$ cat config.mk
export PLATFORM = sky130hd
export DESIGN_NAME = fsmf_cell
export DESIGN_NICKNAME = d
export VERILOG_FILES = /design/src/hdl/first_substring_match_finder_assert.svh /design/src/hdl/fsmf_pkg.sv /design/src/hdl/fsmf_cell.sv
export SDC_FILE = /design/constraint.sdc
export NUM_CORES = 1
export LEC_CHECK = 0
export BUFFER_PORTS_ARGS = -buffer_cell sky130_fd_sc_hd__buf_2
export CORE_UTILIZATION = 39
export CTS_CLUSTER_SIZE = 16
export DETAILED_ROUTE_END_ITERATION = 10
export GPL_TIMING_DRIVEN = 0
export PLACE_DENSITY = 0.87
export SLEW_MARGIN = 20
export SYNTH_ARGS = -nofsm -noshare
export SYNTH_HDL_FRONTEND = slang
export SYNTH_SLANG_ARGS = --single-unit
$ cat constraint.sdc
create_clock -name clk -period 7.2 [get_ports clk]
set_input_delay 1.44 -clock clk [delete_from_list [all_inputs] [get_ports clk]]
set_output_delay 1.44 -clock clk [all_outputs]
set_load 0.02 [all_outputs]
$ cat src/hdl/first_substring_match_finder_assert.svh
// ----------------------------------------------------------------------------
// first_substring_match_finder assertion macros
// Shared concurrent assertion forms for the substring finder RTL.
// ----------------------------------------------------------------------------
`ifndef FIRST_SUBSTRING_MATCH_FINDER_ASSERT_SVH
`define FIRST_SUBSTRING_MATCH_FINDER_ASSERT_SVH

// same-cycle implication
`define FSMF_ASSERT_NOW(label, clk, rst_n, ante, cons) \
	label: assert property (@(posedge clk) disable iff (!rst_n) (ante) |-> (cons)) \
		else $error("fsmf assertion failed");

// next-cycle implication
`define FSMF_ASSERT_NEXT(label, clk, rst_n, ante, cons) \
	label: assert property (@(posedge clk) disable iff (!rst_n) (ante) |=> (cons)) \
		else $error("fsmf assertion failed");

`endif

$ cat src/hdl/fsmf_pkg.sv
`timescale 1ns / 1ps
// ----------------------------------------------------------------------------
// fsmf_pkg
// Types and constants shared by the substring finder modules.
// ----------------------------------------------------------------------------
package fsmf_pkg;

	localparam int NLEN_W  = 5;
	localparam int CNT_W   = 31;
	localparam int WORD_W  = 64;
	localparam int REG_IDX_W = 2;
	localparam int OFS_W   = 32;

	localparam logic [CNT_W-1:0] CNT_MAX = '1;

	localparam logic [REG_IDX_W-1:0] REG_NEEDLE_LOW  = 2'd0;
	localparam logic [REG_IDX_W-1:0] REG_NEEDLE_HIGH = 2'd1;
	localparam logic [REG_IDX_W-1:0] REG_NEEDLE_LEN  = 2'd2;

	localparam logic signed [OFS_W-1:0] NOT_FOUND = -32'sd1;

	typedef struct packed {
		logic [7:0] text_byte;
		logic       carries_byte;
		logic       end_of_text;
	} fsmf_in_t;

	typedef struct packed {
		logic                    found;
		logic signed [OFS_W-1:0] match_offset;
	} fsmf_out_t;

	typedef struct packed {
		logic [REG_IDX_W-1:0] index;
		logic [WORD_W-1:0]    data;
	} fsmf_cfg_t;

	// control shared by every cell of the window
	typedef struct packed {
		logic              shift;
		logic [NLEN_W-1:0] used_len;
	} fsmf_cell_ctl_t;

endpackage

$ cat src/hdl/fsmf_cell.sv
`timescale 1ns / 1ps
// ----------------------------------------------------------------------------
// fsmf_cell
// One window byte: shifts toward the older end and compares the byte it
// takes in against its needle byte.
// ----------------------------------------------------------------------------
module fsmf_cell #(
	parameter int MAX_NEEDLE_BYTES = 16,
	parameter int INDEX = 0
) (
	input  logic                    clk,
	input  fsmf_pkg::fsmf_cell_ctl_t ctl,
	input  logic [7:0]              byte_in,
	input  logic [7:0]              needle [MAX_NEEDLE_BYTES],
	output logic [7:0]              byte_q,
	output logic                    hit
);
	import fsmf_pkg::*;

	localparam int IDX_W = (MAX_NEEDLE_BYTES > 1) ? $clog2(MAX_NEEDLE_BYTES) : 1;

	logic              active;
	logic [NLEN_W-1:0] sel_full;
	logic [IDX_W-1:0]  sel;

	// cell k lines up with needle byte used_len-1-k
	assign active   = NLEN_W'(INDEX) < ctl.used_len;
	assign sel_full = ctl.used_len - NLEN_W'(1) - NLEN_W'(INDEX);
	assign sel      = sel_full[IDX_W-1:0];
	assign hit      = !active || (byte_in == needle[sel]);

	always_ff @(posedge clk) begin
		if (ctl.shift) begin
			byte_q <= byte_in;
		end
	end

endmodule
# ---- Word level (Yosys, flattened, before mapping)
# Index checks and enable logic that the tools add are counted.
dict set report classes {
  n_eq_ne 1
  n_lt_le_gt_ge 2
  n_mux 3
  n_addsub 1
  bitwise_logic 1
  n_reduce_logical 2
}
# operator count
set ops {}
lappend ops {{binary-select mux 8 bit (select 4 bit)} 1}
lappend ops {{2-to-1 mux 8 bit} 2}
lappend ops {{equality test 8 bit} 1}
lappend ops {{greater-or-equal comparator 5 bit (second input constant)} 1}
lappend ops {{< comparator 1 x 5 -> 1 bit (first input constant)} 1}
lappend ops {{inverter 4 -> 5 bit} 1}
lappend ops {{subtractor 4 x 1 -> 4 bit (second input constant)} 1}
lappend ops {{zero test 1 bit} 1}
lappend ops {{logical OR 1 bit} 1}
dict set report totals {
  elab_cells 11
  inputBits 143
  reg_bits 8
  out_inout_bits 9
}

# ---- Depth between registers and ports, before layout
dict set report logic_depth {
  depth_word 7
  mapped_depth 11
  ltp_nobuf 9
}

# ---- Worst setup path after synthesis
# No wires, ideal clock.
dict set report synth_timing {
  path_type {input -> output}
  start {input ctl[0] (netlist name)}
  end {output hit}
  t_arrival_ns 3.947
  t_required_ns 5.760
  slack_ns 1.813
  cell_stages 11
  n_path_buf 2
  path_cell_list {buf_2 -> inv_2 -> ha_1 -> xor2_2 -> buf_6 -> mux4_1 -> mux2i_1 -> mux2i_1 -> xnor2_1 -> nand2_1 -> o31ai_2}
}
dict set report synth_via {
  elab_chain_len 7
}
# element line_no
set synth_lines {}
lappend synth_lines {{start: declaration} fsmf_cell.sv:12} ;# input fsmf_pkg::fsmf_cell_ctl_t ctl,
lappend synth_lines {{subtractor 4 x 1 -> 4 bit} fsmf_cell.sv:28} ;# assign sel_full = ctl.used_len - NLEN_W'(1) - NLEN_W'(INDEX);
lappend synth_lines {{inverter 4 -> 5 bit (not written as such)} fsmf_cell.sv:30} ;# assign hit = !active || (byte_in == needle[sel]);
lappend synth_lines {{binary-select mux 8 bit (select 4 bit)} fsmf_cell.sv:30}
lappend synth_lines {{2-to-1 mux 8 bit (not written as such) (2 in series)} fsmf_cell.sv:30}
lappend synth_lines {{equality test 8 bit} fsmf_cell.sv:30}
lappend synth_lines {{logical OR 1 bit *} fsmf_cell.sv:30}
lappend synth_lines {{end: declaration} fsmf_cell.sv:16} ;# output logic hit
# Mark *: on every way between the ends. The rest lies on a longest branch, timed or not. The select of a mux whose other input is x is not followed.

# ---- Worst setup path in the final report
# Same ends and word-level chain as after synthesis.

==> flow_summary.yaml <==
die:
  dieArea_um2: 3970
  row_count: 21
  chipHeight_um: 63.0
  ioPinCount: 152
  initial_core_util_pct: 42.1
  dieWidth_um: 63.0
  core_um2: 3440
layout:
  design_area_um2: 2300
  fillers: 279
  syn_to_final_growth_pct: 58.6
  drive_above_1_share_pct: 75.6
  largest_register_ffs: 8
  regMostFlops: "byte_q"
  finalNonFillerCells: 292
  layout.nets: 392
  diodes: 0
  largestRegisters: "byte_q x8"
cts:
  cts_tree: "built"
  cts-resized-gates: 0
  hold_buffers: 0
  clk_pin_slew_worst_paths_ns: 0.04
  cts.path.max_buffers: 2
  cts_setup_buffers: 0
  root_buffer: "clkbuf_8"
  cts_max_level: 1
  cts_buffers: 3
  clock-sinks: 8
power:
  power.total_uw: 266
  peakVddDrop_mv: 0.0465
  p_leak_nw: 1.16
  power.density_nw_per_um2: 116
place:
  port_buffers: 150
  hpwlAfterDp_um: 4240
  place_inst: 289
  postPlaceCellArea_um2: 2260
  place_congestion: 0.775
route:
  routed-via-count: 1582
  avgRoutedWirePerCell_um: 16.7
  drc: 0
  vias_per_cell: 5.42
  firstDrtPassIters: 4
  dr.first_iter.drc_count: 75
  ant_nets: 0
  drt_wl_total_um: 4880
min_path:
  hold_class: "input pin to flip-flop"
synth:
  yosys_register_bits: 8
  synth_area_leaders: "mux4_2 (36%), edfxtp_1 (17%), mux4_1 (16%), mux2i_1 (15%), xor2_1 (3.0%)"
  yosysTopAreaCellShare_pct: 35.7
  async_flop_share_pct: 0
  synth_ff_type: "edfxtp_1"
  synth_top_cell_by_area: "mux4_2"
  syn_inst: 93
  postSynthAreaPerCell_um2: 15.6
  synth_most_common_cell: "mux4_2"
  synth.net_count: 237
  ys_seq_area_share_pct: 16.6
  syn-cell-area_um2: 1450
  yosys_warnings: 0
  synth_edf_count: 8
  synthTopCellsByCount: "mux4_2 (23), mux2i_1 (22), mux4_1 (9), edfxtp_1 (8), xor2_1 (5)"
  synth_cell_types: 23
critical_path:
  cp-start-kind: "input pin"
  cp_data_arrival_time_ns: 4.37
  path_cells: "buf_2 > inv_2 > ha_1 > clkbuf_1 > mux4_2 > mux2i_1 > mux2i_1 > xor2_1 > nor4_1 > nand2_1 > o31ai_2 > buf_2"
  worstPathRequired_ns: 5.76
  end_kind: "primary output"
  cp_max_fo: 10
  cp_slowest_cell: "clkbuf_1"
  cpPeakStageDelay_ns: 0.47
  critPathKind: "input pin to primary output"
global_route:
  grt_pass1_wl_um: 7510
  grt_use_total_pct: 24.8
  antenna_found_initial: 0
  grt_max_degree: 11
  gr-total-overflow: 0
  grt_pass1_vias: 1645
timing:
  hold_viol_final: 0
  setup_tns_ns: 0
  slew_violations: 0
  grt_setup_unrepaired: "no"
  setup_viol: 0
  relSlewSlack_pct: 62.1
  finalCritPeriodShare_pct: 80.7
  max_freq_mhz: 172
  min_period_ns: 5.81
  worstMarginPinSlew_ns: 0.569
  whs_ns: 1.42
job:
  maxCapViolCount: 0
run_status:
  status: "finished clean"
-- placed cells by master, fill, tap and decap left out, drive strengths merged --
cell type  instances
o31ai              1
edfxtp             8
mux2i             22
nor4               1
a21oi              1
mux4              32
nor2b              1
nand2              3
nor3               1
inv                2
xnor2              4
ha                 1
xor2               6
clkbuf             6
a211oi             1
buf              155
nor2               1
-- per-layer routing --
| metal | up-vias | track usage, % | share of wire, % |
|---|---|---|---|
| li1 | 719 | - | - |
| met1 | 756 | 28.6 | 36 |
| met2 | 97 | 47.3 | 54 |
| met3 | 10 | 2.55 | 7.6 |
| met4 | 0 | 7.85 | 1.6 |
| met5 | - | 0 | 0 |
-- cells by family after synthesis --
| kind of cell | synth area share [%] |
|---|---|
| adder cells (fa/ha/maj) | 0.863 |
| flip-flops | 16.6 |
| AO/OA/AOI/OAI | 1.73 |
| multiplexers | 67.2 |
| XOR/XNOR | 7.08 |
| buffers and inverters | 3.97 |
| AND/OR/NAND/NOR | 2.59 |
-- worst paths after layout --
path,from,slack [ns],depth (start not counted),end
hold / removal,byte_in[2],1.42,1,byte_q[2]
setup / recovery,ctl[0],1.39,12,hit
-- report_power, final --
| group | switching, mW | total, mW | internal [mW] |
|---|---|---|---|
| sequential | 0.000633 | 0.0562 | 0.0556 |
| clock | 0.0170 | 0.0532 | 0.0362 |
| combinational | 0.0650 | 0.156 | 0.0912 |
| total | 0.0827 | 0.266 | 0.183 |
-- stage by stage --
step           worst slack [ns]  util (%)
5_1_grt                    1.13      66.8
4_1_cts                    1.38      66.8
2_1_floorplan              1.81         -
3_3_place_gp               1.47      65.6
6_report                   1.39      66.8
3_5_place_dp               1.42      65.6
-- critical path: cells and delay by family --
family                     cells  cell delay (ns)
xor gates and xnor gates       1             0.16
and+or+nand+nor                2             0.39
muxes                          3             0.70
buffers and inverters          4             1.07
AOI/OAI and AO/OA              1             0.19
adders and majority gates      1             0.40
-- cell type report --
class | instances | area, µm² | share of cell area, %
sequential | 8 | 240 | 10.4
clock buffer | 3 | 41.3 | 1.80
timing repair buffer | 150 | 751 | 32.6
inverter | 2 | 7.51 | 0.326
tap | 46 | 57.6 | 2.50
buffer | 8 | 50.0 | 2.18
multi-input combinational | 75 | 1150 | 50.1
Note: power is estimated with default switching activity, not from simulation.
